`src/design/gps_pkg.sv`:
```
`timescale 1ns / 1ps

package gps_pkg;

    // Default values for the top level parameters
    localparam int MAX_GRID_DEF      = 64;
    localparam int CORDIC_STAGES_DEF = 16;
    localparam int PHASE_BITS_DEF    = 32;

    // Field widths
    localparam int CFG_W    = 32;
    localparam int IDX_W    = 2;
    localparam int GRID_W   = 7;
    localparam int COORD_W  = 7;
    localparam int INDEX_W  = 18;
    localparam int TRIG_W   = 16;
    localparam int ROT_W    = 34;   // Q2.30 plus guard bits
    localparam int ANG_W    = 33;   // turns scaled by 2^32, signed

    localparam logic [GRID_W-1:0] GRID_SIZE_RST = 7'd16;

    // CORDIC constants
    localparam logic signed [ROT_W-1:0] CORDIC_GAIN  = 34'sd652032875;
    localparam logic signed [ANG_W-1:0] QUARTER_TURN = 33'sd1073741824;
    localparam logic signed [ANG_W-1:0] HALF_TURN    = 33'sd2147483648;

    // Configuration register indexes
    typedef enum logic [IDX_W-1:0] {
        REG_GRID_SIZE = 2'd0,
        REG_STEP_X    = 2'd1,
        REG_STEP_Y    = 2'd2,
        REG_STEP_Z    = 2'd3
    } gps_reg_t;

    // Rotation state carried through the CORDIC stages
    typedef struct packed {
        logic signed [ROT_W-1:0] x;
        logic signed [ROT_W-1:0] y;
        logic signed [ANG_W-1:0] ang;
    } gps_rot_t;

    // Side data that rides along with the rotation
    typedef struct packed {
        logic [INDEX_W-1:0] index;
        logic               oor;
        logic               neg;
    } gps_side_t;

    // atan(2^-i) in turns scaled by 2^32, rounded
    function automatic logic [31:0] atan_turn(input int unsigned i);
        logic [31:0] r;
        case (i)
            0:       r = 32'd536870912;
            1:       r = 32'd316933406;
            2:       r = 32'd167458907;
            3:       r = 32'd85004756;
            4:       r = 32'd42667331;
            5:       r = 32'd21354465;
            6:       r = 32'd10679838;
            7:       r = 32'd5340245;
            8:       r = 32'd2670163;
            9:       r = 32'd1335087;
            10:      r = 32'd667544;
            11:      r = 32'd333772;
            12:      r = 32'd166886;
            13:      r = 32'd83443;
            14:      r = 32'd41722;
            15:      r = 32'd20861;
            16:      r = 32'd10430;
            17:      r = 32'd5215;
            18:      r = 32'd2608;
            19:      r = 32'd1304;
            20:      r = 32'd652;
            21:      r = 32'd326;
            22:      r = 32'd163;
            23:      r = 32'd81;
            24:      r = 32'd41;
            25:      r = 32'd20;
            26:      r = 32'd10;
            27:      r = 32'd5;
            28:      r = 32'd3;
            29:      r = 32'd1;
            30:      r = 32'd1;
            default: r = 32'd0;
        endcase
        return r;
    endfunction

endpackage

```
`src/design/gps_cfg.sv`:
```
`timescale 1ns / 1ps

module gps_cfg #(
    parameter int MAX_GRID = gps_pkg::MAX_GRID_DEF
) (
    input  logic                             clk,
    input  logic                             rst_n,
    input  logic                             cfg_we,
    input  logic [gps_pkg::IDX_W-1:0]        cfg_index,
    input  logic [gps_pkg::CFG_W-1:0]        cfg_data,
    output logic [gps_pkg::GRID_W-1:0]       grid_n,
    output logic [gps_pkg::GRID_W-2:0]       grid_half,
    output logic signed [gps_pkg::CFG_W-1:0] step_x,
    output logic signed [gps_pkg::CFG_W-1:0] step_y,
    output logic signed [gps_pkg::CFG_W-1:0] step_z
);

    logic [gps_pkg::GRID_W-1:0] grid_size_reg;
    logic [gps_pkg::CFG_W-1:0]  step_x_reg;
    logic [gps_pkg::CFG_W-1:0]  step_y_reg;
    logic [gps_pkg::CFG_W-1:0]  step_z_reg;

    // Register writes
    always_ff @(posedge clk or negedge rst_n)
    begin
        if (!rst_n)
        begin
            grid_size_reg <= gps_pkg::GRID_SIZE_RST;
            step_x_reg    <= '0;
            step_y_reg    <= '0;
            step_z_reg    <= '0;
        end
        else if (cfg_we)
        begin
            unique case (gps_pkg::gps_reg_t'(cfg_index))
                gps_pkg::REG_GRID_SIZE: grid_size_reg <= cfg_data[gps_pkg::GRID_W-1:0];
                gps_pkg::REG_STEP_X:    step_x_reg    <= cfg_data;
                gps_pkg::REG_STEP_Y:    step_y_reg    <= cfg_data;
                gps_pkg::REG_STEP_Z:    step_z_reg    <= cfg_data;
                default:                step_x_reg    <= step_x_reg;
            endcase
        end
    end

    // Grid size clamped to 1..MAX_GRID
    always_comb
    begin
        if (grid_size_reg == '0)
            grid_n = gps_pkg::GRID_W'(1);
        else if (int'(grid_size_reg) > MAX_GRID)
            grid_n = gps_pkg::GRID_W'(MAX_GRID);
        else
            grid_n = grid_size_reg;
    end

    assign grid_half = grid_n[gps_pkg::GRID_W-1:1];
    assign step_x    = $signed(step_x_reg);
    assign step_y    = $signed(step_y_reg);
    assign step_z    = $signed(step_z_reg);

endmodule

```
`config.mk`:
```
export PLATFORM = sky130hd
export DESIGN_NAME = gps_cfg
export DESIGN_NICKNAME = d
export VERILOG_FILES = /design/src/design/gps_pkg.sv /design/src/design/gps_cfg.sv
export SDC_FILE = /design/constraint.sdc
export NUM_CORES = 1
export LEC_CHECK = 0
export BUFFER_PORTS_ARGS = -buffer_cell sky130_fd_sc_hd__clkbuf_2
export CAP_MARGIN = 5
export CORE_MARGIN = 5
export CORE_UTILIZATION = 49
export CTS_CLUSTER_DIAMETER = 60
export DETAILED_ROUTE_END_ITERATION = 8
export GPL_TIMING_DRIVEN = 1
export MAX_ROUTING_LAYER = met4
export PLACE_DENSITY = 0.81
export SYNTH_ARGS = -nofsm -noshare
export SYNTH_HDL_FRONTEND = slang
export SYNTH_SLANG_ARGS = --single-unit
```
`constraint.sdc`:
```
create_clock -name clk -period 1.4 [get_ports clk]
set_input_delay 0.28 -clock clk [delete_from_list [all_inputs] [get_ports clk]]
set_output_delay 0.28 -clock clk [all_outputs]
set_load 0.02 [all_outputs]
```
==> flow_summary_export.csv <==
group,metric,value,unit
timing,drv_slew,0,
worst_hold_path,hold_depth,2,
timing,hold_violations,0,
clock_network,cts_buffers,9,
clock_network,clk_latency,0.34,ns
worst_hold_path,hold_path.class,"in2reg",
drt,vias,2535,
timing,setup_viol,11,
setup_path,endpoint_kind,"output port",
synth,synth_top_family_by_area,"multiplexers",
place,io_buffers,145,
synth,synth_xor_area_share,0,%
setup_path,critPathKind,"reg2out",
timing,tightest_slew,0.399,ns
global_route,grt_overflow_total,0,
place,dp_hpwl,6250,um
synth,synth-seq-area-share,65.7,%
power_and_ir_drop,power_switching,2.74,mW
drt,wl,8920,um
layout,antennaDiodeCount,0,
layout,layout_commonest_cell,"clkbuf_2",
global_route,grt_pass1_wl,14300,um
layout,multi_input_area,1310,um2
setup_path,critPathLaunchType,"register",
global_route,grt_max_degree,33,
layout,mostFrequentLayoutCells,"clkbuf_2 (131), mux2_2 (103), dfrtp_1 (101), clkbuf_8 (10), buf_4 (10)",
clock_network,ctsLongestPathBuffers,2,
power_and_ir_drop,switching_share,31.6,%
timing,min_period,1.81,ns
global_route,grt_antenna_before_repair,0,
clock_network,cts_root_buf,"clkbuf_8",
synth,synth_adder_area_share,0,%
power_and_ir_drop,p_leak,2.61,nW
drt,drc,0,
worst_hold_path,worstHoldStart,"cfg_data[14]",
die,core,7770,um2
die,fp-row-count,32,
synth,syn_area,3930,um2
synth,synth-compound-area-share,0.223,%
layout,area_growth,35.9,%
setup_path,reg2regPathDepth,4,
setup_path,path_max_fanout,2,
timing,fin_crit_sh,129,%
die,io_pins,146,
power_and_ir_drop,max-vdd-ir-drop,795,uV
power_and_ir_drop,intPower,5.92,mW
setup_path,regToRegSetupSlack,0.37,ns
clock_network,htreeDepth,3,
synth,synthMuxAreaShare,29.6,%
place,place_congestion,0.841,
global_route,grt_use_total,19.1,%
layout,nets,429,
job,maxCapViolations,0,
drt,drt-wirelength-per-cell,17.9,um
timing,clock_skew,0,ns
setup_path,timing.rr.start,"grid_size_reg[4]",
power_and_ir_drop,combPwrFrac,29.5,%
clock_network,clock-sinks,103,
clock_network,cts_tree,"yes",
timing,rsz0062_at_grt,"true",
synth,synth.avg_cell_area,16.8,um2
worst_hold_path,whs_endpoint,"step_x[14]",
global_route,grt_pass1_vias,2797,
drt,via_per_inst,5.08,
timing,whs,0.187,ns
status,failed_checks,"negative setup slack",
die,initial_core_util,50.5,%
power_and_ir_drop,p_per_area,1620,nW/um2
status,outcome,"finished, violations left",
layout,seqCellArea,2580,um2
power_and_ir_drop,clockPowerShare,25.9,%
setup_path,cp.arrival,1.53,ns
synth,ys_seq_elements,103,
drt,dr.pass1.iters,4,
place,post-place-ws,-0.0784,ns
timing,clock.fmax,554,MHz
timing,fin_ws,-0.407,ns
die,die_area,9900,um2
layout,fill_cells,563,
timing,relSlewSlack,73.4,%
synth,synth.distinct_cells,13,
die,die_h,99.5,um
synth,synthCells,234,
setup_path,cp_data_required_time,1.12,ns
synth,synth-simple-area-share,1.94,%
power_and_ir_drop,seqPwrFrac,44.6,%
synth,syn_nets,271,
synth,yosysWarnings,0,
drt,ant_nets,0,
die,die_w,99.5,um
clock_network,path_clk_slew,0.10,ns
drt,drt-initial-drc-count,72,
layout,drive_above_1_share,73.6,%
setup_path,r2r_end,"grid_size_reg[4]",
-- Yosys cell counts --
library cell	n	area [um2]
nand3_1	1	5.00
nand3b_1	2	15.0
dfrtp_1	102	2550
dfstp_2	1	26.3
mux2_2	103	1160
buf_4	9	67.6
nor3b_2	1	12.5
or3_1	1	6.26
o41ai_1	1	8.76
nand2b_1	1	6.26
buf_2	6	30.0
nor2b_1	5	31.3
clkbuf_1	1	3.75
-- per-stage QoR --
| step | instance area, um2 | instances | setup TNS [ns] | power [mW] | utilization, % |
|---|---|---|---|---|---|
| final | 5330 | 499 | -2.20 | 8.66 | 68.7 |
| after global routing | 5330 | 499 | -3.01 | 9.08 | 68.7 |
| after CTS | 5250 | 497 | -2.58 | 8.62 | 67.6 |
| after detailed placement | 4880 | 478 | -0.0784 | 6.25 | 62.8 |
| after global placement | 4880 | 478 | -0.0620 | 6.17 | 62.8 |
| after floorplan | 3940 | 234 | 0 | 5.29 | - |
-- routing by layer --
metal / share of wire (%) / GRT usage [%] / vias up
met5: 0 / - / -
met4: 0.95 / 7.25 / 0
met3: 5.3 / 3.65 / 8
met2: 51 / 30.8 / 96
met1: 42 / 24.0 / 1286
li1: - / - / 1145
-- what timing repair did --
item | in CTS | in global routing
setup buffers | 2 | 3
hold buffers | 1 | 0
resized for setup | 27 | 29
pin swaps | 1 | 0
endpoints found under the hold margin | 24 | 0
setup endpoints to repair | 13 | 13
-- cell type report --
cell class                 instances  share of cell area [%]
sequential                       103                    48.4
timing repair buffer             163                    19.9
multi-input combinational        115                    24.6
tap                              102                    2.39
clock buffer                      10                    2.58
clock inverter                     6                    2.18
-- cell families after synthesis --
family,Yosys count
compound gates,1
mux,103
simple gates,11
buf+inv,16
flops,103
-- power groups by stage --
| stage | clock network (mW) | registers (mW) | logic (mW) |
|---|---|---|---|
| floorplan | 0 | 4.54 | 0.758 |
| global placement | 0 | 3.88 | 2.28 |
| detailed placement | 0 | 3.91 | 2.34 |
| CTS | 2.30 | 3.86 | 2.46 |
| global route | 2.44 | 3.93 | 2.71 |
| finish | 2.24 | 3.86 | 2.55 |
-- worst max-delay path, cell delays in order (launching register included) --
cell	delay (ns)
dfrtp_1	0.40
or3_4	0.38
o41ai_4	0.21
buf_4	0.19
-- worst max-delay path by stage --
stage | slack (ns) | to | startpoint
after floorplan | 0.01 | grid_n[0] | grid_size_reg[1]
after global placement | -0.06 | grid_n[0] | grid_size_reg[1]
after detailed placement | -0.08 | grid_n[0] | grid_size_reg[1]
after CTS | -0.43 | grid_n[0] | grid_size_reg[4]
after global routing | -0.49 | grid_n[0] | grid_size_reg[1]
final | -0.41 | grid_n[0] | grid_size_reg[1]
Power figures use the tool's default switching activity.
