## src/design/gps_pkg.sv

```systemverilog
`timescale 1ns / 1ps

package gps_pkg;

    // Default values for the top level parameters
    localparam int MAX_GRID_DEF      = 64;
    localparam int CORDIC_STAGES_DEF = 16;
    localparam int PHASE_BITS_DEF    = 32;

    // Field widths
    localparam int CFG_W    = 32;
    localparam int IDX_W    = 2;
    localparam int GRID_W   = 7;
    localparam int COORD_W  = 7;
    localparam int INDEX_W  = 18;
    localparam int TRIG_W   = 16;
    localparam int ROT_W    = 34;   // Q2.30 plus guard bits
    localparam int ANG_W    = 33;   // turns scaled by 2^32, signed

    localparam logic [GRID_W-1:0] GRID_SIZE_RST = 7'd16;

    // CORDIC constants
    localparam logic signed [ROT_W-1:0] CORDIC_GAIN  = 34'sd652032875;
    localparam logic signed [ANG_W-1:0] QUARTER_TURN = 33'sd1073741824;
    localparam logic signed [ANG_W-1:0] HALF_TURN    = 33'sd2147483648;

    // Configuration register indexes
    typedef enum logic [IDX_W-1:0] {
        REG_GRID_SIZE = 2'd0,
        REG_STEP_X    = 2'd1,
        REG_STEP_Y    = 2'd2,
        REG_STEP_Z    = 2'd3
    } gps_reg_t;

    // Rotation state carried through the CORDIC stages
    typedef struct packed {
        logic signed [ROT_W-1:0] x;
        logic signed [ROT_W-1:0] y;
        logic signed [ANG_W-1:0] ang;
    } gps_rot_t;

    // Side data that rides along with the rotation
    typedef struct packed {
        logic [INDEX_W-1:0] index;
        logic               oor;
        logic               neg;
    } gps_side_t;

    // atan(2^-i) in turns scaled by 2^32, rounded
    function automatic logic [31:0] atan_turn(input int unsigned i);
        logic [31:0] r;
        case (i)
            0:       r = 32'd536870912;
            1:       r = 32'd316933406;
            2:       r = 32'd167458907;
            3:       r = 32'd85004756;
            4:       r = 32'd42667331;
            5:       r = 32'd21354465;
            6:       r = 32'd10679838;
            7:       r = 32'd5340245;
            8:       r = 32'd2670163;
            9:       r = 32'd1335087;
            10:      r = 32'd667544;
            11:      r = 32'd333772;
            12:      r = 32'd166886;
            13:      r = 32'd83443;
            14:      r = 32'd41722;
            15:      r = 32'd20861;
            16:      r = 32'd10430;
            17:      r = 32'd5215;
            18:      r = 32'd2608;
            19:      r = 32'd1304;
            20:      r = 32'd652;
            21:      r = 32'd326;
            22:      r = 32'd163;
            23:      r = 32'd81;
            24:      r = 32'd41;
            25:      r = 32'd20;
            26:      r = 32'd10;
            27:      r = 32'd5;
            28:      r = 32'd3;
            29:      r = 32'd1;
            30:      r = 32'd1;
            default: r = 32'd0;
        endcase
        return r;
    endfunction

endpackage

```

## src/design/gps_cordic_stage.sv

```systemverilog
`timescale 1ns / 1ps

module gps_cordic_stage #(
    parameter int SHIFT = 0
) (
    input  logic               clk,
    input  logic               rst_n,
    input  logic               in_valid,
    output logic               in_ready,
    input  gps_pkg::gps_rot_t  in_rot,
    input  gps_pkg::gps_side_t in_side,
    output logic               out_valid,
    input  logic               out_ready,
    output gps_pkg::gps_rot_t  out_rot,
    output gps_pkg::gps_side_t out_side
);

    localparam logic signed [gps_pkg::ANG_W-1:0] ATAN =
        $signed({1'b0, gps_pkg::atan_turn(SHIFT)});

    logic               valid_reg;
    gps_pkg::gps_rot_t  rot_reg;
    gps_pkg::gps_side_t side_reg;
    gps_pkg::gps_rot_t  rot_next;
    logic signed [gps_pkg::ROT_W-1:0] x_sh, y_sh;
    logic               load;

    assign load     = !valid_reg || out_ready;
    assign in_ready = load;

    // One micro-rotation toward zero residual angle
    always_comb
    begin
        x_sh = $signed(in_rot.x) >>> SHIFT;
        y_sh = $signed(in_rot.y) >>> SHIFT;
        if (!in_rot.ang[gps_pkg::ANG_W-1])
        begin
            rot_next.x   = in_rot.x - y_sh;
            rot_next.y   = in_rot.y + x_sh;
            rot_next.ang = in_rot.ang - ATAN;
        end
        else
        begin
            rot_next.x   = in_rot.x + y_sh;
            rot_next.y   = in_rot.y - x_sh;
            rot_next.ang = in_rot.ang + ATAN;
        end
    end

    always_ff @(posedge clk or negedge rst_n)
    begin
        if (!rst_n)
            valid_reg <= 1'b0;
        else if (load)
            valid_reg <= in_valid;
    end

    always_ff @(posedge clk)
    begin
        if (load)
        begin
            rot_reg  <= rot_next;
            side_reg <= in_side;
        end
    end

    assign out_valid = valid_reg;
    assign out_rot   = rot_reg;
    assign out_side  = side_reg;

endmodule

```

## config.mk

```make
export PLATFORM = sky130hd
export DESIGN_NAME = gps_cordic_stage
export DESIGN_NICKNAME = d
export VERILOG_FILES = /design/src/design/gps_pkg.sv /design/src/design/gps_cordic_stage.sv
export SDC_FILE = /design/constraint.sdc
export NUM_CORES = 1
export LEC_CHECK = 0
export ABC_AREA = 0
export CAP_MARGIN = 25
export CORE_AREA = 2 2 149 151
export DETAILED_ROUTE_END_ITERATION = 12
export DIE_AREA = 0 0 151 153
export DONT_BUFFER_PORTS = 1
export GPL_ROUTABILITY_DRIVEN = 1
export MAX_ROUTING_LAYER = met4
export SLEW_MARGIN = 20
export SYNTH_ARGS = -nofsm -noshare
export SYNTH_HDL_FRONTEND = slang
export SYNTH_SLANG_ARGS = --single-unit
```

## constraint.sdc

```tcl
create_clock -name clk -period 7 [get_ports clk]
set_input_delay 1.4 -clock clk [delete_from_list [all_inputs] [get_ports clk]]
set_output_delay 1.4 -clock clk [all_outputs]
set_load 0.1 [all_outputs]
```

==> summary.md <==
| Metric | Value |
|---|---|
| TritonCTS Buffers | 17 |
| Synthesized area | around 9600 µm² |
| RSZ-0062 raised after global routing | no |
| Fraction of synthesized area in multiplexers | 0.01253 |
| Seq/Total Area, Yosys | 0.3784 |
| Adder and majority cell fraction of the synthesized area | 0.1401 |
| EDFF count, synth | 120 |
| Filler cells | around 2100 |
| Design area | 10330 µm² |
| Initial antenna violation count | 0 |
| CTS tree | built |
| Tmin final | about 4.5 ns |
| Synth Area per Inst | 9.212 µm² |
| Crit path DAT | between 4 and 5 ns |
| Final WL | about 31 mm |
| Worst Path Required | around 7 ns |
| Final nets | roughly 1200 |
| Cell Pwr Density | roughly 300 nW/µm² |
| Chip Height | approximately 150 µm |
| Endpoints failing hold | 0 |
| Area leader, netlist | edfxtp_1 |
| Clock slew at reported path FFs | ~0.060 ns |
| Total GRT Usage | 0.2644 |
| Vias | roughly 8000 |
| Detail Route Antenna Nets | 0 |
| Initial Util | 0.4463 |
| Synth warnings | 0 |
| FF+latch count, synth | 121 |
| Max cap viols | 0 |
| Post-CTS Hold Buffers | 0 |
| Final setup fails | 0 |
| First-pass GRT wire length | 45.39 mm |
| Post-DP HPWL | roughly 24 mm |
| Max IR drop VDD | between 0.1 and 0.15 mV |
| Outcome | finished clean |
| Residual DRC | 0 |
| Leak | 4.164 nW |
| Worst Setup Start Kind | primary input |
| Post-synthesis cell type count | 68 |
| Pre-antenna DRT Iters | 5 |
| Largest net degree at the start of global routing | 84 |
| Top-area cell type share of the netlist area | 0.3758 |
| Kind of critical path | in2reg |
| Placed insts | around 1300 |
| Clk buf depth | 2 |
| Setup TNS | 0 ns |
| Num ports | 248 |
| Vias in the first global route | 7402 |
| Port bufs | 0 |
| Async S/R FF share, synth | 0.008264 |
| Clock root buffer | clkbuf_16 |
| Synth top area cells | edfxtp_1 38%, ha_1 13%, a21oi_1 6.5%, xnor2_1 4.9%, inv_1 4.3% |
| Largest family of logic cells by synthesized area | compound AO/OA/AOI/OAI gates |
| Fraction of the mapped netlist area in simple logic gates | 0.1163 |
| Max FO, Critical Path | 15 |
| Chip Width | about 150 µm |
| Fin. max-slew vios | 0 |
| Row count | between 50 and 60 |
| Setup Buffers After CTS | 0 |
| Fin Clk Skew | roughly 0.014 ns |
| GR Overflow Total | 0 |
| Cell depth of the worst flop-to-flop path | 2 |
| Post-CTS sizing | 0 |
| Syn nets | about 1300 |
| Hold Path Class | in2async |
| DR iter-0 viols | around 860 |
| Endpoint class of the critical path | flop |
| Area delta synth->final | 7.750% |
| Die area | 23100 µm² |
| Antenna cells | 0 |
| WL/cell | roughly 23 µm |
| Core box area | approximately 21000 µm² |
| Clk sinks | roughly 120 |
| Cell Count, Final, Fillers Out | roughly 1300 |
| Placer congestion estimate | just under 1 |
| Via/cell ratio | between 6 and 7 |
| Fmax | 0.2223 GHz |
| Relative slew slack | 0.2708 |
| Primary FF master, synth | edfxtp_1 |
| Xor/xnor cell area share of the yosys netlist | 0.05937 |
| H-tree levels | 4 |
| Compound-Gate Fraction of Synth Area | 0.2279 |
| Period utilisation layout | 0.6427 |
| Clock latency at the later pin of the worst-skew pair | about 0.43 ns |
| Area post-placement | approximately 10000 µm² |
| Syn Inst Count | 1041 |
| Share of layout cells above drive strength 1 | 0.05146 |
| Tightest Pin Transition | 1.096 ns |
layout by cell type (no fill, tap or decap), types with 4 or more instances in the layout:
cell type / synthesis / layout
nand4_1: 15 / 15
inv_6: 0 / 7
a21o_1: 18 / 18
mux2i_1: 12 / 12
nand3_1: 12 / 12
o21bai_1: 22 / 22
clkinvlp_4: 0 / 4
edfxtp_1: 120 / 120
or3_1: 4 / 4
o31ai_1: 16 / 16
xnor2_1: 54 / 54
nor4_1: 8 / 8
a31oi_1: 8 / 8
nor3_1: 22 / 22
ha_1: 101 / 101
fa_1: 4 / 4
a21boi_0: 4 / 4
o211ai_1: 9 / 9
a211oi_1: 22 / 22
or4_1: 4 / 4
nand2b_1: 15 / 14
nor2_1: 75 / 75
xor2_1: 11 / 11
a21oi_1: 125 / 125
clkbuf_16: 0 / 17
o21ai_0: 72 / 72
inv_1: 109 / 109
nand2_1: 47 / 47
o31a_1: 4 / 4
or2_2: 8 / 8
nor2b_1: 6 / 6
o21a_1: 10 / 10
metal layers:
metal  wire, µm  track usage  part of all wire  up-vias
met3       2965      0.06299             0.096       37
li1           -            -                 -     3706
met5          0            -                 0        -
met1      13910       0.3790              0.45     3787
met2      13360       0.3797              0.43      431
met4        510      0.05696             0.017        0
synthesized netlist by cell type, drive strengths merged (9+ instances only):
library cell	number
a211oi	22
o21ai	73
xor2	11
o211ai	9
a21o	18
nor3	22
o21a	10
nor2	75
or2	9
o31ai	16
nand4	15
a21oi	127
ha	101
xnor2	54
clkbuf	23
nand3	12
buf	24
o21bai	22
mux2i	12
edfxtp	120
nand2b	15
inv	109
nand2	47
metrics by stage:
stage	hold slack, ns	setup WS [ns]	utilization	total power [W]
after floorplan	1.104	0.5853	-	0.002142
after global placement	1.104	2.234	0.4557	0.002325
after detailed placement	1.104	2.254	0.4557	0.002325
after CTS	0.6567	2.663	0.4809	0.003147
after global routing	0.6540	2.363	0.4809	0.003247
final	0.6722	2.501	0.4809	0.003144
critical path: stages:
cell,delay (ns)
inv_1,0.02
ha_1,0.63
nand4_1,0.28
nor4_1,0.67
o311ai_0,0.53
a311o_1,0.49
o31ai_1,0.27
a211oi_1,0.12
a21oi_1,0.16
xor2_1,0.08
power breakdown:
part	total (W)	switching, W	internal, W
logic	0.000603	0.000396	0.000207
clock network	0.000820	0.000359	0.000461
registers	0.00172	0.000780	0.000941
total	0.00314	0.00154	0.00161
cell families after synthesis:
| group | count (synthesis) |
|---|---|
| AOI/OAI and AO/OA | 349 |
| xor gates and xnor gates | 65 |
| adders and majority gates | 105 |
| buffers and inverters | 159 |
| DFF | 121 |
| muxes | 12 |
| and+or+nand+nor | 230 |
layout make-up:
type	count	area [µm²]	area share
well taps	280	350.3	0.03391
repair buffers	4	50.05	0.004844
clock inverters	14	112.6	0.01090
inverters	112	420.4	0.04069
multi-input cells	761	5341	0.5170
clock buffers	18	429.2	0.04154
flip-flops and latches	121	3628	0.3512
state kept, by name, indices dropped and copies added (netlist names):
signal,count
out_rot,100
out_side,20
out_valid,1
worst paths after layout:
check	startpoint	slack (ns)	end
max reg2reg	out_valid	4.53	out_side[9]
min reg2reg	out_valid	2.13	out_rot[56]
min in group clk	in_rot[3]	1.07	out_rot[3]
max	in_rot[48]	2.50	out_rot[65]
max in group asynchronous	rst_n	6.26	out_valid
min	rst_n	0.67	out_valid
Note: power is estimated with default switching activity, not from simulation.
