===== src/design/gps_pkg.sv =====
`timescale 1ns / 1ps

package gps_pkg;

    // Default values for the top level parameters
    localparam int MAX_GRID_DEF      = 64;
    localparam int CORDIC_STAGES_DEF = 16;
    localparam int PHASE_BITS_DEF    = 32;

    // Field widths
    localparam int CFG_W    = 32;
    localparam int IDX_W    = 2;
    localparam int GRID_W   = 7;
    localparam int COORD_W  = 7;
    localparam int INDEX_W  = 18;
    localparam int TRIG_W   = 16;
    localparam int ROT_W    = 34;   // Q2.30 plus guard bits
    localparam int ANG_W    = 33;   // turns scaled by 2^32, signed

    localparam logic [GRID_W-1:0] GRID_SIZE_RST = 7'd16;

    // CORDIC constants
    localparam logic signed [ROT_W-1:0] CORDIC_GAIN  = 34'sd652032875;
    localparam logic signed [ANG_W-1:0] QUARTER_TURN = 33'sd1073741824;
    localparam logic signed [ANG_W-1:0] HALF_TURN    = 33'sd2147483648;

    // Configuration register indexes
    typedef enum logic [IDX_W-1:0] {
        REG_GRID_SIZE = 2'd0,
        REG_STEP_X    = 2'd1,
        REG_STEP_Y    = 2'd2,
        REG_STEP_Z    = 2'd3
    } gps_reg_t;

    // Rotation state carried through the CORDIC stages
    typedef struct packed {
        logic signed [ROT_W-1:0] x;
        logic signed [ROT_W-1:0] y;
        logic signed [ANG_W-1:0] ang;
    } gps_rot_t;

    // Side data that rides along with the rotation
    typedef struct packed {
        logic [INDEX_W-1:0] index;
        logic               oor;
        logic               neg;
    } gps_side_t;

    // atan(2^-i) in turns scaled by 2^32, rounded
    function automatic logic [31:0] atan_turn(input int unsigned i);
        logic [31:0] r;
        case (i)
            0:       r = 32'd536870912;
            1:       r = 32'd316933406;
            2:       r = 32'd167458907;
            3:       r = 32'd85004756;
            4:       r = 32'd42667331;
            5:       r = 32'd21354465;
            6:       r = 32'd10679838;
            7:       r = 32'd5340245;
            8:       r = 32'd2670163;
            9:       r = 32'd1335087;
            10:      r = 32'd667544;
            11:      r = 32'd333772;
            12:      r = 32'd166886;
            13:      r = 32'd83443;
            14:      r = 32'd41722;
            15:      r = 32'd20861;
            16:      r = 32'd10430;
            17:      r = 32'd5215;
            18:      r = 32'd2608;
            19:      r = 32'd1304;
            20:      r = 32'd652;
            21:      r = 32'd326;
            22:      r = 32'd163;
            23:      r = 32'd81;
            24:      r = 32'd41;
            25:      r = 32'd20;
            26:      r = 32'd10;
            27:      r = 32'd5;
            28:      r = 32'd3;
            29:      r = 32'd1;
            30:      r = 32'd1;
            default: r = 32'd0;
        endcase
        return r;
    endfunction

endpackage


===== src/design/gps_out.sv =====
`timescale 1ns / 1ps

module gps_out (
    input  logic                              clk,
    input  logic                              rst_n,
    input  logic                              in_valid,
    output logic                              in_ready,
    input  gps_pkg::gps_rot_t                 in_rot,
    input  gps_pkg::gps_side_t                in_side,
    output logic                              out_valid,
    input  logic                              out_stall,
    output logic [gps_pkg::INDEX_W-1:0]       grid_index,
    output logic signed [gps_pkg::TRIG_W-1:0] sine,
    output logic signed [gps_pkg::TRIG_W-1:0] cosine,
    output logic                              out_of_range
);

    localparam int WIDE_W = gps_pkg::ROT_W + 1;
    localparam int Q_W    = WIDE_W - 15;

    // Q2.30 to Q1.15: round half up, then saturate
    function automatic logic signed [gps_pkg::TRIG_W-1:0] to_q15(
        input logic signed [gps_pkg::ROT_W-1:0] v
    );
        logic signed [WIDE_W-1:0] t;
        logic signed [Q_W-1:0]    r;
        logic signed [gps_pkg::TRIG_W-1:0] q;
        t = WIDE_W'(v) + $signed(WIDE_W'(1 << 14));
        r = Q_W'(t >>> 15);
        if (r > $signed(Q_W'(32767)))
            q = 16'sh7FFF;
        else if (r < -$signed(Q_W'(32768)))
            q = 16'sh8000;
        else
            q = r[gps_pkg::TRIG_W-1:0];
        return q;
    endfunction

    logic                              valid_reg;
    logic [gps_pkg::INDEX_W-1:0]       index_reg;
    logic signed [gps_pkg::TRIG_W-1:0] sine_reg, cosine_reg;
    logic                              oor_reg;
    logic signed [gps_pkg::ROT_W-1:0]  x_fix, y_fix;
    logic                              load;

    assign load     = !valid_reg || !out_stall;
    assign in_ready = load;

    // Undo the half-turn fold
    always_comb
    begin
        x_fix = in_side.neg ? -in_rot.x : in_rot.x;
        y_fix = in_side.neg ? -in_rot.y : in_rot.y;
    end

    always_ff @(posedge clk or negedge rst_n)
    begin
        if (!rst_n)
            valid_reg <= 1'b0;
        else if (load)
            valid_reg <= in_valid;
    end

    always_ff @(posedge clk)
    begin
        if (load)
        begin
            index_reg  <= in_side.index;
            oor_reg    <= in_side.oor;
            sine_reg   <= to_q15(y_fix);
            cosine_reg <= to_q15(x_fix);
        end
    end

    assign out_valid    = valid_reg;
    assign grid_index   = index_reg;
    assign sine         = sine_reg;
    assign cosine       = cosine_reg;
    assign out_of_range = oor_reg;

endmodule


===== config.mk =====
export PLATFORM = sky130hd
export DESIGN_NAME = gps_out
export DESIGN_NICKNAME = d
export VERILOG_FILES = /design/src/design/gps_pkg.sv /design/src/design/gps_out.sv
export SDC_FILE = /design/constraint.sdc
export NUM_CORES = 1
export LEC_CHECK = 0
export ABC_CLOCK_PERIOD_IN_PS = 2490
export BUFFER_PORTS_ARGS = -buffer_cell sky130_fd_sc_hd__buf_4
export CELL_PAD_IN_SITES_DETAIL_PLACEMENT = 0
export CELL_PAD_IN_SITES_GLOBAL_PLACEMENT = 1
export CORE_UTILIZATION = 25
export DETAILED_ROUTE_END_ITERATION = 6
export GPL_TIMING_DRIVEN = 0
export HOLD_SLACK_MARGIN = 0.06
export PLACE_DENSITY = 0.59
export SYNTH_ARGS = -nofsm -noshare
export SYNTH_HDL_FRONTEND = slang
export SYNTH_SLANG_ARGS = --single-unit

===== constraint.sdc =====
create_clock -name clk -period 2.49 [get_ports clk]
set_input_delay 0.6225 -clock clk [delete_from_list [all_inputs] [get_ports clk]]
set_output_delay 0.6225 -clock clk [all_outputs]
set_load 0.02 [all_outputs]

==> out/results.tsv, run 1 <==
metric	value	unit
fin_crit_sh	1.44	
synth_cell_types	70	
clock.fmax	0.279	GHz
drive_above_1_share	0.462	
syn_nets	573	
top_layer	met4	
wl_met3	730	µm
path_class	in -> reg	
gr-total-overflow	0	
antenna_found_initial	0	
setup_viol	32	
dieArea	16800	µm²
worst_slew_pin_slew	0.667	ns
grt_pass1_vias	3956	
yosysTopAreaCell	edfxtp_1	
yosys-top-cells-area	edfxtp_1 38%, xnor2_1 6.4%, xor2_1 5.8%	
hold_violations	0	
drc	0	
fp.dieW	130	µm
leakagePower	2.52	nW
cts_sinks	52	
gp_congestion	0.801	
wl_met1	6.20	mm
clk_pin_slew	0.06	ns
port_buffers	135	
wl	13.2	mm
drt_iter0_markers	182	
syn_area_per_cell	9.15	µm²
tns	-31.28	ns
largest_reg_flops	18	
clock_latency	0.28	ns
r2r-end	grid_index[12]$_DFFE_PP_	
yosysSeqAreaShare	0.381	
wl_per_cell	15.4	µm
ys_warn_count	0	
via_per_inst	4.86	
n_fill_cell	1617	
async_reset_ff_frac	0.0192	
worst-r2r-cell-count	2	
cap_violations	0	
synth-seq-cells	52	
crit_path_end_kind	flop	
clockBufferDepth	2	
synthCells	446	
holdWs	0.101	ns
io_pins	178	
core_area	15900	µm²
maxSlewViolCount	0	
drtAntennaViolNets	0	
netlist_top_cells_count	51 x edfxtp_1, 39 x o21ai_0, 37 x nand2_1	
dr.pass1.iters	4	
max-vdd-ir-drop	0.308	mV
skew	0.00211	ns
cts_root_buffer	clkbuf_16	
cts.htree.levels	2	
finish.instance_area	6570	µm²
fin_ws	-1.09	ns
grt_max_degree	29	
power	2.95	mW
crit_fanout	4	
rsz0062_at_grt	yes	
synth_edf_count	51	
via_count	4163	
r2r-start	out_valid$_DFFE_PN0P_	
power_density	449	nW/µm²
max_slew_margin	0.555	
fin_crit	3.58	ns
arrival	3.72	ns
place_ws	-2.02	ns
synthesis.area	4080	µm²
synth.most_common_cell	edfxtp_1	
grtUsageTotal	0.152	
wl_met2	6.06	mm
status	finished with violations	
syn_to_final_growth	60.8	%
violations	negative setup slack	
cts_made_buffers	5	
die_h	130	µm
netlist.area_leader.share	0.375	
crit_required	2.63	ns
reg2reg_setup_slack	1.03	ns
hpwl	10.1	mm
startpoint_type	primary input	
antennaDiodeCount	0	
core.rowCount	46	
ys.flop_type	edfxtp_1	
grt_pass1_wl	20.1	mm
holdCritPathClass	in -> async	
nNetsFinal	767	
cts_tree	yes	
placed_area	5590	µm²
initial_core_util	0.257	
==> stage by stage <==
stage | util | std cells
after detailed placement | 0.352 | 798
after global placement | 0.351 | 797
after floorplan | - | 446
after global routing | 0.413 | 857
final | 0.413 | 857
after CTS | 0.398 | 844
==> final cells by class <==
type	instances	area, µm²	share of cell area
buffer	26	249	0.0379
clock buffer	6	129	0.0196
clock inverter	2	35.0	0.00534
inverter	12	45.0	0.00686
multi-input combinational	355	2770	0.422
sequential	52	1560	0.237
tap	216	270	0.0412
timing repair buffer	188	1510	0.230
==> where the power goes <==
part / total (mW) / internal (mW) / switching, mW
sequential: 1.12 / 1.10 / 0.0257
clock: 0.745 / 0.472 / 0.273
combinational: 1.08 / 0.494 / 0.584
==> worst max-delay path by stage <==
stage,startpoint,end,cells past startpoint
2_1_floorplan,in_rot[43],sine[11]$_SDFFCE_PN1P_,14
3_3_place_gp,in_side[0],sine[11]$_SDFFCE_PN1P_,17
3_5_place_dp,in_side[0],sine[8]$_SDFFCE_PN1P_,17
4_1_cts,in_rot[83],cosine[5]$_SDFFCE_PN1P_,12
5_1_grt,in_rot[83],cosine[8]$_SDFFCE_PN1P_,12
6_report,in_rot[83],cosine[3]$_SDFFCE_PN1P_,12
==> per-layer routing <==
layer | global-route usage | vias to the layer above
met1 | 0.210 | 1933
met4 | 0.0431 | 0
met5 | 0 | -
met3 | 0.0197 | 13
met2 | 0.247 | 132
li1 | - | 2085
==> logic make-up (layout without fill, tap and decap cells) <==
kind of cell / Yosys count / after routing / share of synthesized area
XOR/XNOR: 57 / 57 / 0.122
buffers and inverters: 39 / 234 / 0.0401
adder cells (fa/ha/maj): 3 / 3 / 0.00858
flip-flops: 52 / 52 / 0.381
AO/OA/AOI/OAI: 117 / 117 / 0.195
AND/OR/NAND/NOR: 172 / 172 / 0.237
multiplexers: 6 / 6 / 0.0156
==> worst max-delay path, cell delays in order <==
cell     delay [ns]
buf_8          0.09
or4_4          0.53
or3_4          0.36
buf_6          0.13
or3_4          0.36
xor2_2         0.21
a31oi_4        0.12
nor4b_4        0.36
a21oi_1        0.11
or4_4          0.59
buf_6          0.16
o21ai_2        0.06
==> layout by cell type (no fill, tap or decap), types with 4 or more instances in the layout <==
cell       Yosys  routed
a21oi_1       18      16
a31oi_1        7       5
and3_1         7       7
buf_4          0     171
buf_6          2      13
buf_8          0       5
clkbuf_1      23      15
clkbuf_16      0       9
edfxtp_1      51      51
inv_1         11      10
nand2_1       37      33
nand2_2        0       4
nand2b_1       5       5
nand3_1        9       8
nand4_1       14      14
nor2_1        36      34
nor3_1        11       8
nor4_1         9       4
nor4_4         1       8
nor4b_1        4       4
o21ai_0       39      17
o21ai_1        1       4
o21ai_2       10      28
o31ai_1        5       4
or3_1         10       8
or4_4          2       4
xnor2_1       30      30
xor2_1        27      26
==> timing repair <==
item	4_1_cts	5_1_grt
cloned	2	0
buffers inserted	36	15
pin swaps	21	29
hold endpoints to repair	0	0
endpoints found under the setup margin	32	32
hold buffers	0	0
gates resized for setup	57	31
No activity file was read; power rests on OpenSTA's default activity.
==> run 2, diff against run 1 <==
--- a/config.mk
+++ b/config.mk
@@ -11,2 +11,3 @@
 export CELL_PAD_IN_SITES_GLOBAL_PLACEMENT = 1
+export CORE_ASPECT_RATIO = 0.7
 export CORE_UTILIZATION = 25
==> constraint.sdc (replaced) <==
create_clock -name clk -period 2.49 [get_ports clk]
set_input_delay 0.249 -clock clk [delete_from_list [all_inputs] [get_ports clk]]
set_output_delay 0.249 -clock clk [all_outputs]
set_load 0.02 [all_outputs]
==> run 2 against run 1 <==
The run still ends with negative setup slack left. Sequential share of layout area is 0.34 points higher. Clock power is 1% higher. Clock skew is 0.0047 ns higher. Global-route usage is 0.94 points higher. Die area hardly changed. Combinational power hardly changed. Worst setup slack better by 0.42 ns. Non-clock buffer count is 11 lower. Critical path depth is 1 higher. Final cell count is 0.82% lower. First-iteration DRC count is 3.3% higher. Critical endpoint is now cosine[1]$_SDFFCE_PN1P_.
==> out/results.tsv, run 2 (same netlist as run 1, synthesis figures left out) <==
metric	value	unit	change
cts_sinks	52		unchanged
antenna_found_initial	0		unchanged
die_h	109	µm	-16%
p_comb_frac	0.367		about the same
p_sw	0.908	mW	+2.8%
worst-r2r-cell-count	2		unchanged
instances_no_fill	850		-0.82%
cts_root_buffer	clkbuf_16		
rsz0062_at_grt	yes		
largest_reg_flops	18		unchanged
worst_slew_pin_slew	0.888	ns	+0.221 ns
gr-total-overflow	0		unchanged
cap_violations	0		unchanged
skew	0.00684	ns	+0.00473 ns
arrival	3.29	ns	-0.43 ns
io_pins	178		unchanged
top_layer	met4		
clock.fmax	0.316	GHz	+13%
max_slew_margin	0.408		-0.147
leakagePower	2.48	nW	-1.8%
via_per_inst	4.91		+1.0%
startpoint_type	primary input		
status	finished with violations		
core.rowCount	38		-17%
antennaDiodeCount	0		unchanged
initial_core_util	0.259		+0.00241
crit_required	2.62	ns	about the same
cts.htree.levels	2		unchanged
hold_violations	0		unchanged
tns	-18.44	ns	+12.83 ns
reg2reg_setup_slack	1.19	ns	+0.16 ns
grt_pass1_vias	3904		-1.3%
place_ws	-1.72	ns	+0.301 ns
crit_fanout	6		+2
hpwl	10.5	mm	+4.1%
fin_crit	3.16	ns	-0.421 ns
grt_max_degree	39		+34%
worstSetupStartpoint	in_rot[84]		
wl_met3	857	µm	+17%
r2r-start	out_valid$_DFFE_PN0P_		
p_sw_frac	0.306		+0.00618
via_count	4171		+0.19%
wl_met1	7.03	mm	+13%
max-vdd-ir-drop	0.339	mV	+10%
critPathSlowestCell	or4_4		
r2r-end	sine[9]$_SDFFCE_PN1P_		
clockBufferDepth	2		unchanged
drtAntennaViolNets	0		unchanged
maxSlewViolCount	0		unchanged
holdWs	0.136	ns	+0.0347 ns
grt_pass1_wl	21.2	mm	+5.6%
fp.dieW	155	µm	+19%
path_class	in -> reg		
critPathCapture	cosine[1]$_SDFFCE_PN1P_		
cts_tree	yes		
crit_chain	buf_8 > or4_4 > or3_4 > buf_6 > o21a_1 > o41a_1 > nor4_4 > buf_4 > inv_2 > and4_1 > or4_4 > buf_6 > o21ai_2		
gp_congestion	0.811		+1.2%
holdCritPathClass	in -> reg		
cp.buffers_inverters	5		+2
grtUsageTotal	0.161		+0.00941
wl	13.7	mm	+3.8%
dieArea	16900	µm²	about the same
finish.instance_area	6470	µm²	-1.4%
clock_latency	0.29	ns	about the same
p_int	2.06	mW	-0.13%
clk_pin_slew	0.07	ns	about the same
cts_made_buffers	5		unchanged
wl_met2	5.69	mm	-6.2%
core_area	15700	µm²	-0.93%
crit_family	simple AND/OR/NAND/NOR gates		
final_common_cell	buf_4		
mostFrequentLayoutCells	159 x buf_4, 51 x edfxtp_1, 33 x nor2_1, 33 x nand2_1		
dp.cells	802		+0.50%
fin_ws	-0.671	ns	+0.421 ns
drt_iter0_markers	188		+3.3%
slowest_delay	0.59	ns	about the same
dr.pass1.iters	5		+1
drive_above_1_share	0.451		-0.0110
setup_viol	32		unchanged
critical_path_depth	13		+1
violations	negative setup slack		
power_density	459	nW/µm²	+2.2%
clkPwrFrac	0.254		about the same
crit_path_end_kind	flop		
fin_crit_sh	1.27		-0.169
nNetsFinal	756		-1.4%
port_buffers	135		unchanged
drc	0		unchanged
wl_per_cell	16.1	µm	+4.7%
p_seq_frac	0.379		-0.002
syn_to_final_growth	58.5	%	
placed_area	5600	µm²	about the same
-- run 2: stage by stage --
step | power (mW) | util
floorplan | 1.66 | -
global placement | 2.08 | 0.354
detailed placement | 2.09 | 0.356
CTS | 2.97 | 0.400
global route | 3.13 | 0.411
finish | 2.97 | 0.411
-- run 2: worst min path at each step --
| stage | startpoint | end | slack, ns | depth (start not counted) |
|---|---|---|---|---|
| 2_1_floorplan | rst_n | out_valid$_DFFE_PN0P_ | -0.05 | 0 |
| 3_3_place_gp | rst_n | out_valid$_DFFE_PN0P_ | 0.02 | 1 |
| 3_5_place_dp | rst_n | out_valid$_DFFE_PN0P_ | 0.03 | 1 |
| 4_1_cts | in_side[5] | grid_index[3]$_DFFE_PP_ | 0.12 | 1 |
| 5_1_grt | in_side[5] | grid_index[3]$_DFFE_PP_ | 0.12 | 1 |
| 6_report | in_side[19] | grid_index[17]$_DFFE_PP_ | 0.14 | 1 |
-- run 2: worst reg2reg max path, delay by kind of cell (launching register included) --
family / cells / cell delay [ns]
buf+inv: 1 / 0.28
simple gates: 1 / 0.32
flops: 1 / 0.38
-- run 2: layer usage --
metal  GRT usage  vias up
met5           0        -
met4      0.0325        0
met3      0.0207        9
met2       0.235      156
met1       0.250     1951
li1            -     2055
-- run 2: final cells by class --
class	instances	area [µm²]
clock buffer	6	129
multi-input combinational	355	2760
inverter	12	47.5
clock inverter	2	35.0
timing repair buffer	176	1420
buffer	27	253
sequential	52	1560
fill	1567	9270
tap	220	275
-- run 2: power by group through the flow --
stage | logic, mW | clock network, mW | registers (mW)
floorplan | 0.383 | 0 | 1.28
global placement | 0.930 | 0 | 1.15
detailed placement | 0.948 | 0 | 1.14
CTS | 1.06 | 0.784 | 1.13
global route | 1.17 | 0.816 | 1.14
finish | 1.09 | 0.754 | 1.12
-- run 2: timing repair --
action                     4_1_cts  5_1_grt
hold endpoints to repair         1        0
buffers inserted                29        9
hold buffers                     1        0
gates resized for setup         55       30
cloned                           3        0
setup endpoints to repair       32       32
pin swaps                       22       18
